### src/design/fsa_pkg.sv
// Shared types, codes and constants for the fragmented sparse array.
// Used by fsa_ctrl, fsa_datapath and the fragmented_sparse_array top level.
// No dependencies.
package fsa_pkg;

  // Default sizes handed down from the top level.
  localparam int DEF_MAX_FRAGMENTS       = 16;
  localparam int DEF_MAX_FRAGMENT_LENGTH = 64;
  localparam int DEF_KEY_WIDTH           = 32;

  // Fixed field widths.
  localparam int IDX_W        = 16;
  localparam int REQ_W        = 2;
  localparam int STATUS_W     = 2;
  localparam int USED_W       = 11;
  localparam int ACTIVE_W     = 5;
  localparam int ALLOC_W      = 11;
  localparam int OUT_USER_W   = 5;
  localparam int CFG_COUNT_W  = 5;
  localparam int CFG_LENGTH_W = 7;
  localparam int CFG_DATA_W   = 7;
  localparam int CFG_INDEX_W  = 1;

  // Request kinds.
  typedef enum logic [REQ_W-1:0] {
    REQ_SET   = 2'd0,
    REQ_GET   = 2'd1,
    REQ_DEL   = 2'd2,
    REQ_CLEAR = 2'd3
  } req_t;

  // Result status codes.
  typedef enum logic [STATUS_W-1:0] {
    STAT_OK        = 2'd0,
    STAT_BAD_INDEX = 2'd1,
    STAT_DEL_EMPTY = 2'd2
  } status_t;

  // Configuration register indexes.
  typedef enum logic [CFG_INDEX_W-1:0] {
    CFG_FRAG_COUNT  = 1'b0,
    CFG_FRAG_LENGTH = 1'b1
  } cfg_index_t;

  // Controller states.
  typedef enum logic [2:0] {
    S_SWEEP,
    S_IDLE,
    S_CHECK,
    S_DIV,
    S_READ,
    S_MODIFY,
    S_RESULT
  } state_t;

  // Commands from the controller to the datapath.
  typedef struct packed {
    logic load_in;
    logic clear_counts;
    logic sweep_run;
    logic div_start;
    logic div_step;
    logic mark_invalid;
    logic modify;
    logic load_out;
  } dp_cmd_t;

  // Status from the datapath to the controller.
  typedef struct packed {
    logic cfg_fire;
    logic in_clear;
    logic req_clear;
    logic idx_invalid;
    logic div_last;
    logic sweep_last;
    logic out_free;
  } dp_stat_t;

endpackage

### src/design/fsa_ctrl.sv
// Controller state machine for the fragmented sparse array.
// Depends on fsa_pkg; drives dp_cmd_t commands into fsa_datapath.
module fsa_ctrl (
  input  logic               clk,
  input  logic               rst,
  input  logic               in_valid,
  output logic               in_ready,
  input  fsa_pkg::dp_stat_t  stat,
  output fsa_pkg::dp_cmd_t   cmd
);
  import fsa_pkg::*;

  state_t state;
  state_t state_next;

  // State register; reset starts with a memory clearing sweep.
  always_ff @(posedge clk) begin
    if (rst) begin
      state <= S_SWEEP;
    end else begin
      state <= state_next;
    end
  end

  // Next state logic. A configuration write restarts the sweep.
  always_comb begin
    state_next = state;
    unique case (state)
      S_SWEEP: begin
        if (stat.sweep_last) state_next = S_IDLE;
      end
      S_IDLE: begin
        if (in_valid) state_next = stat.in_clear ? S_RESULT : S_CHECK;
      end
      S_CHECK: begin
        state_next = stat.idx_invalid ? S_RESULT : S_DIV;
      end
      S_DIV: begin
        if (stat.div_last) state_next = S_READ;
      end
      S_READ: begin
        state_next = S_MODIFY;
      end
      S_MODIFY: begin
        state_next = S_RESULT;
      end
      S_RESULT: begin
        if (stat.out_free) state_next = stat.req_clear ? S_SWEEP : S_IDLE;
      end
      default: begin
        state_next = S_IDLE;
      end
    endcase
    if (stat.cfg_fire) state_next = S_SWEEP;
  end

  // Command outputs.
  always_comb begin
    cmd      = '0;
    in_ready = 1'b0;
    unique case (state)
      S_SWEEP: begin
        cmd.sweep_run = 1'b1;
      end
      S_IDLE: begin
        in_ready         = 1'b1;
        cmd.load_in      = in_valid;
        cmd.clear_counts = in_valid & stat.in_clear;
      end
      S_CHECK: begin
        cmd.div_start    = ~stat.idx_invalid;
        cmd.mark_invalid = stat.idx_invalid;
      end
      S_DIV: begin
        cmd.div_step = 1'b1;
      end
      S_READ: begin
        cmd = '0;
      end
      S_MODIFY: begin
        cmd.modify = 1'b1;
      end
      S_RESULT: begin
        cmd.load_out = stat.out_free;
      end
      default: begin
        cmd = '0;
      end
    endcase
  end

endmodule

### config.mk
export PLATFORM = sky130hd
export DESIGN_NAME = fsa_ctrl
export DESIGN_NICKNAME = d
export VERILOG_FILES = /design/src/design/fsa_pkg.sv /design/src/design/fsa_ctrl.sv
export SDC_FILE = /design/constraint.sdc
export NUM_CORES = 1
export LEC_CHECK = 0
export BUFFER_PORTS_ARGS = -buffer_cell sky130_fd_sc_hd__buf_2
export CORE_AREA = 3 3 40 42
export CTS_CLUSTER_SIZE = 40
export DETAILED_ROUTE_END_ITERATION = 10
export DIE_AREA = 0 0 43 45
export SLEW_MARGIN = 20
export SYNTH_ARGS = -nofsm -noshare
export SYNTH_HDL_FRONTEND = slang
export SYNTH_SLANG_ARGS = --single-unit
### constraint.sdc
create_clock -name clk -period 1.2 [get_ports clk]
set_input_delay 0 -clock clk [delete_from_list [all_inputs] [get_ports clk]]
set_output_delay 0 -clock clk [all_outputs]
set_load 0.02 [all_outputs]
==> results of run 1 <==
==> power by group through the flow <==
stage                     Combinational (W)  Clock, W  Sequential, W
after CTS                         0.0000889  0.000184       0.000107
after detailed placement          0.0000774         0       0.000115
after floorplan                   0.0000505         0       0.000109
final                             0.0000976  0.000176       0.000106
after global routing               0.000107  0.000194       0.000106
after global placement            0.0000766         0       0.000115
==> timing repair <==
action                     in CTS  in global routing
pin swaps                       0                  1
buffers inserted                4                  2
gates resized for setup         6                  5
setup endpoints to repair       7                  2
==> Yosys cell counts <==
| master | n | area [um^2] |
|---|---|---|
| nand2b_1 | 1 | 6.26 |
| nor3_1 | 2 | 10.0 |
| and3_1 | 2 | 12.5 |
| nor4bb_1 | 1 | 10.0 |
| nor3b_1 | 1 | 7.51 |
| and3b_1 | 1 | 8.76 |
| nand2_1 | 4 | 15.0 |
| buf_4 | 2 | 15.0 |
| o211a_1 | 1 | 10.0 |
| o21a_1 | 1 | 7.51 |
| nor2b_1 | 1 | 6.26 |
| nor2_1 | 4 | 15.0 |
| and2_1 | 2 | 12.5 |
| dfxtp_1 | 3 | 60.1 |
| nor4b_1 | 1 | 8.76 |
| mux2i_1 | 1 | 10.0 |
| nor4b_2 | 1 | 15.0 |
| a211oi_1 | 1 | 7.51 |
| a21oi_1 | 2 | 10.0 |
| o21ai_0 | 2 | 10.0 |
| o21bai_1 | 1 | 7.51 |
| buf_6 | 2 | 22.5 |
| a221o_1 | 1 | 10.0 |
| a31oi_1 | 1 | 6.26 |
| a31o_1 | 1 | 8.76 |
==> area by class of cell <==
cell class / instances / area [um^2]
fill: 138 / 756
multi-input combinational: 33 / 235
timing repair buffer: 29 / 178
sequential: 3 / 71.3
clock buffer: 4 / 26.3
tap: 15 / 18.8
==> path summary, 6_finish.rpt <==
check / from / end / slack, ns / depth (start not counted)
worst max register to register: state[0]$_SDFFE_PP0P_ / state[0]$_SDFFE_PP0P_ / 0.06 / 4
worst max-delay path: state[0]$_SDFFE_PP0P_ / cmd[6] / 0.04 / 4
worst min-delay path: rst / state[1]$_SDFFE_PP0P_ / 0.05 / 3
worst min register to register: state[2]$_SDFFE_PP0P_ / state[1]$_SDFFE_PP0P_ / 0.70 / 3
==> worst max-delay path: stages, from the launching register on <==
cell and delay [ns]:
dfxtp_4 0.36, buf_4 0.13, and3_1 0.14, and2_1 0.15
buf_4 0.15
==> cell families (layout without fill, tap and decap cells) <==
group / count (synthesis) / in the layout / synth area share, %
AND/OR/NAND/NOR: 21 / 21 / 40.8
AO/OA/AOI/OAI: 11 / 11 / 24.8
multiplexers: 1 / 1 / 3.20
buffers and inverters: 4 / 33 / 12.0
flip-flops: 3 / 3 / 19.2
==> per-stage QoR <==
| step | util, % | setup WS (ns) | instance area, um^2 | power (W) | cells |
|---|---|---|---|---|---|
| after floorplan | - | 0.0352 | 325 | 0.000159 | 40 |
| after global placement | 33.8 | 0.00916 | 434 | 0.000191 | 74 |
| after detailed placement | 33.8 | 0.00897 | 434 | 0.000192 | 74 |
| after CTS | 39.0 | 0.000401 | 502 | 0.000379 | 82 |
| after global routing | 41.2 | -0.00347 | 529 | 0.000407 | 84 |
| final | 41.2 | 0.0381 | 529 | 0.000379 | 84 |
==> per-layer routing <==
layer / GRT usage [%] / vias up
li1: - / 206
met1: 10.3 / 188
met2: 18.3 / 10
met3: 5.18 / 0
met4: 1.81 / 0
met5: 0 / -
==> metrics.md, run 1 <==
| Metric | Value |
|---|---|
| Result of the run | `completed` |
| DR vias | `404` |
| Clock buffer count from CTS | `3` |
| Type of the setup path with the least slack | `flop to output pin` |
| Largest net degree at the start of global routing | `12` |
| Setup repair after global routing missed its margin | `true` |
| Final GP Congestion | `0.696` |
| Core Region | `1280 um^2` |
| Clock tree from TritonCTS | `built` |
| Clock latency at the later pin of the worst-skew pair | `0.23 ns` |
| Number of inserted diodes | `0` |
| Data arrival time of the worst path | `1.16 ns` |
| Number of placement rows | `13` |
| Max-cap violation count | `0` |
| Total wirelength of the detailed-routed design | `917 um` |
| Synthesized area per cell | `7.82 um^2` |
| Die span in y | `45 um` |
| Vias in the first global route | `359` |
| H-tree levels | `1` |
| Post-synth cell types | `25` |
| Relative contribution of combinational cells to total power | `25.7%` |
| Remaining antenna violation count | `0` |
| Switching component of the power | `0.000104 W` |
| Internal power | `0.000276 W` |
| Largest registers | `state (3)` |
| Number of register bits inferred by synthesis | `3` |
| Setup TNS | `0 ns` |
| Count of pins over their slew limit | `0` |
| Final critical-path required period | `1.16 ns` |
| Number of antenna violations at the first check in global routing | `0` |
| Largest register FFs | `3` |
| Commonest non-fill, non-tap cell in the layout | `buf_2` |
| Clock transition at the register clock pins on the worst setup and hold paths after CTS | `0.04 ns` |
| Area growth from synthesis to layout | `69.2%` |
| Share of layout cells above drive strength 1 | `58.0%` |
| Initial detailed-routing violation count | `5` |
| Top sig layer | `met3` |
| Hold Vio Cnt, Final | `0` |
| Sequential-to-total area share from yosys stat | `19.2%` |
| F_max | `0.861 GHz` |
| Wire length of the first global-routing pass | `1.48 mm` |
| Total length of routed met2 wires | `494 um` |
| Maximum clock insertion buffer count | `2` |
| Initial core utilization | `24.3%` |
| Register ranked first by flip-flop count | `state` |
| Die W | `43 um` |
| Final worst-path cycle share | `96.8%` |
| Total of buffers placed on input and output ports | `18` |
| Post-Syn Nets | `50` |
| Net Sw Frac | `27.4%` |
| Aggregate global routing overflow | `0` |
| Skew final | `0.00248 ns` |
| Vias/cell | `4.81` |
| Slew margin rel. | `83.1%` |
| WP data required | `1.20 ns` |
| Cts-stage hold buffer count | `0` |
| Slew at the pin closest to its max-slew limit | `0.253 ns` |
| Post-synthesis instance total | `40` |
| Most frequent cells in the layout | `17 x buf_2, 8 x buf_4, 4 x nand2_1` |
| DRC Markers | `0` |
| Buffer cell driving the clock tree root | `clkbuf_4` |
| Maximum fanout along the worst path | `6` |
| Routed WL per cell | `10.9 um` |
| I/O pin count | `19` |
| Leakage | `0.267 nW` |
| Net count of the finished layout | `80` |
| Final hold slack | `0.0464 ns` |
| Power density normalized to cell area | `717 nW/um^2` |
| Total Die Area | `1940 um^2` |
| DPL Wire Length | `615 um` |
| Area of the mapped netlist | `313 um^2` |
| Setup-failing EPs final | `0` |
| Metal-1 WL | `364 um` |
| Met3 wire length | `57 um` |
| Clock network fraction of design power | `46.3%` |
| Min-Delay Path Class | `input pin to flop` |
| VDD IR max | `512 uV` |
| Number of warning messages in the yosys log | `0` |
| Critical path launch point type | `flop` |
| Gr usage total | `9.97%` |
| Part of the total power dissipated in sequential elements | `28.0%` |
| Category of the worst setup path capture point | `output pin` |
| CTS sink cnt | `3` |
| TritonRoute pass-1 iters | `2` |
Note: power is estimated with default switching activity, not from simulation.
==> inputs of run 2 (changes only) <==
==> constraint.sdc (replaced) <==
create_clock -name clk -period 1.2 [get_ports clk]
set_input_delay 0 -clock clk [delete_from_list [all_inputs] [get_ports clk]]
set_output_delay 0 -clock clk [all_outputs]
set_load 0.01 [all_outputs]
==> run 2 against run 1 <==
  * Non-clock buffer count is 7 lower
  * Maximum frequency is 2.8% higher
  * Via count is 12% lower
  * Global-route usage is 1.2 points lower
  * Sequential share of layout area is 1.5 points higher
  * Die area stayed put
  * Clock-buffer cell count stayed put
  * Critical path type unchanged
  * Critical endpoint unchanged
  * Largest cell class unchanged
  * Largest power group unchanged
==> metrics.md, run 2 (synthesis gave the netlist of run 1 again) <==
| Metric | Value |
|---|---|
| Result of the run | `completed` |
| Grt met3 use | `1.59% (-3.6 points)` |
| Met2 usage in global routing | `16.5% (-1.8 points)` |
| Die span in y | `45 um (unchanged)` |
| WP data required | `1.20 ns (about the same)` |
| Data arrival time of the worst path | `1.13 ns (-0.03 ns)` |
| Clock buffer count from CTS | `3 (unchanged)` |
| H-tree levels | `1 (unchanged)` |
| Cts-stage hold buffer count | `0 (unchanged)` |
| Final hold slack | `0.0581 ns (+0.0117 ns)` |
| Clock transition at the register clock pins on the worst setup and hold paths after CTS | `0.04 ns (about the same)` |
| Number of placement rows | `13 (unchanged)` |
| Largest registers | `state (3)` |
| Clock tree from TritonCTS | `built` |
| Maximum fanout along the worst path | `12 (+6)` |
| DR vias | `357 (-12%)` |
| Hold Vio Cnt, Final | `0 (unchanged)` |
| Number of antenna violations at the first check in global routing | `0 (unchanged)` |
| Gr usage total | `8.74% (-1.2 points)` |
| Clock latency at the later pin of the worst-skew pair | `0.23 ns (about the same)` |
| Die W | `43 um (unchanged)` |
| TritonRoute pass-1 iters | `2 (unchanged)` |
| Setup TNS | `0 ns (unchanged)` |
| Global routing's busiest layer | `met2` |
| Slew margin rel. | `82.5% (-0.62 points)` |
| R2r startpoint | `state[2]$_SDFFE_PP0P_` |
| Net count of the finished layout | `73 (-8.8%)` |
| Maximum clock insertion buffer count | `2 (unchanged)` |
| Routed WL per cell | `10.3 um (-6.0%)` |
| Initial core utilization | `24.3% (unchanged)` |
| Final worst-path cycle share | `94.2% (-2.6 points)` |
| DPL Wire Length | `581 um (-5.5%)` |
| Total of buffers placed on input and output ports | `18 (unchanged)` |
| Type of the setup path with the least slack | `flop to output pin` |
| Final critical-path required period | `1.13 ns (-0.0314 ns)` |
| Remaining antenna violation count | `0 (unchanged)` |
| Final GP Congestion | `0.699 (+0.42%)` |
| Wire length of the first global-routing pass | `1.29 mm (-13%)` |
| Max-cap violation count | `0 (unchanged)` |
| Vias/cell | `4.64 (-3.6%)` |
| Worst min-delay path endpoint | `state[1]$_SDFFE_PP0P_` |
| Min-Delay Path Depth | `3 (unchanged)` |
| Largest net degree at the start of global routing | `15 (+3)` |
| Final Instance Count excl. Fillers | `77 (-8.3%)` |
| Initial detailed-routing violation count | `1 (-4)` |
| Most frequent cells in the layout | `18 x buf_2, 4 x nand2_1, 4 x nor2_1` |
| Leakage | `0.230 nW (-14%)` |
| Total Die Area | `1940 um^2 (unchanged)` |
| Share of layout cells above drive strength 1 | `50.0% (-8.0 points)` |
| Number of cells after detailed placement | `73 (-1.4%)` |
| Met1 Usage GRT | `9.62% (-0.67 points)` |
| Skew final | `0.00176 ns (-0.000720 ns)` |
| Critical path launch point type | `flop` |
| Min-Delay Path Class | `input pin to flop` |
| Aggregate global routing overflow | `0 (unchanged)` |
| Category of the worst setup path capture point | `output pin` |
| Worst reg-to-reg path cell count | `4 (unchanged)` |
| Core Region | `1280 um^2 (unchanged)` |
| Hold path start | `rst` |
| Buffer cell driving the clock tree root | `clkbuf_4` |
| F_max | `0.885 GHz (+2.8%)` |
| Power density normalized to cell area | `736 nW/um^2 (+2.7%)` |
| I/O pin count | `19 (unchanged)` |
| Count of pins over their slew limit | `0 (unchanged)` |
| Standard cell area after detailed placement | `414 um^2 (-4.6%)` |
| Register ranked first by flip-flop count | `state` |
| Setup-failing EPs final | `0 (unchanged)` |
| Design area | `475 um^2 (-10%)` |
| Power Total | `0.000350 W (-7.7%)` |
| Worst-case register-to-register setup slack | `0.15 ns (+0.09 ns)` |
| Number of inserted diodes | `0 (unchanged)` |
| Vias in the first global route | `308 (-14%)` |
| Area growth from synthesis to layout | `52.0%` |
| Commonest non-fill, non-tap cell in the layout | `buf_2` |
| Total wirelength of the detailed-routed design | `790 um (-14%)` |
| VDD IR max | `362 uV (-29%)` |
| CTS sink cnt | `3 (unchanged)` |
| Largest register FFs | `3 (unchanged)` |
| Slew at the pin closest to its max-slew limit | `0.262 ns (+0.00928 ns)` |
| Terminus of the critical flop-to-flop path | `state[0]$_SDFFE_PP0P_` |
| DRC Markers | `0 (unchanged)` |
| Setup repair after global routing missed its margin | `true` |
[run 2: repair_timing]
| action | in CTS | in global routing |
|---|---|---|
| setup endpoints to repair | 4 | 3 |
| pin swaps | 0 | 1 |
| resized for setup | 5 | 5 |
| setup buffers | 0 | 0 |
[run 2: metal layers]
metal | wire (um) | vias up | share of wire [%]
li1 | - | 195 | -
met1 | 327 | 154 | 41
met3 | 52 | 0 | 6.6
met2 | 410 | 8 | 52
met4 | 0 | 0 | 0
met5 | 0 | - | 0
[run 2: through the flow]
step / util [%] / setup WS, ns
5_1_grt: 37.0 / -0.00622
4_1_cts: 35.2 / 0.0204
3_5_place_dp: 32.2 / 0.0630
3_3_place_gp: 32.2 / 0.0695
2_1_floorplan: - / 0.154
6_report: 37.0 / 0.0695
[run 2: worst max-delay path, cell delays in order, from the launching register on]
cell and delay (ns):
dfxtp_4 0.41, nor2_1 0.06, and3_1 0.17, and2_1 0.14
buf_2 0.13
[run 2: where the power goes]
| part | internal (W) | switching (W) | leakage, nW | total (W) |
|---|---|---|---|---|
| sequential | 0.0000995 | 0.0000105 | 0.0267 | 0.000110 |
| clock | 0.000124 | 0.0000453 | 0.0150 | 0.000169 |
| combinational | 0.0000382 | 0.0000323 | 0.188 | 0.0000706 |
| total | 0.000262 | 0.0000881 | 0.230 | 0.000350 |
[run 2: worst max path at each step]
stage	slack (ns)	from	cells past startpoint	endpoint
6_report	0.07	state[2]$_SDFFE_PP0P_	4	cmd[6]
5_1_grt	-0.006	state[2]$_SDFFE_PP0P_	4	cmd[6]
4_1_cts	0.02	state[2]$_SDFFE_PP0P_	4	cmd[6]
3_5_place_dp	0.06	state[0]$_SDFFE_PP0P_	3	state[1]$_SDFFE_PP0P_
3_3_place_gp	0.07	state[2]$_SDFFE_PP0P_	3	state[0]$_SDFFE_PP0P_
2_1_floorplan	0.15	state[1]$_SDFFE_PP0P_	4	state[0]$_SDFFE_PP0P_
[run 2: cell type report]
cell class                      count  area (um^2)
Multi-Input combinational cell     33          235
Tap cell                           15         18.8
Sequential cell                     3         71.3
Fill cell                         147          810
Clock buffer                        4         26.3
Timing Repair Buffer               22          124
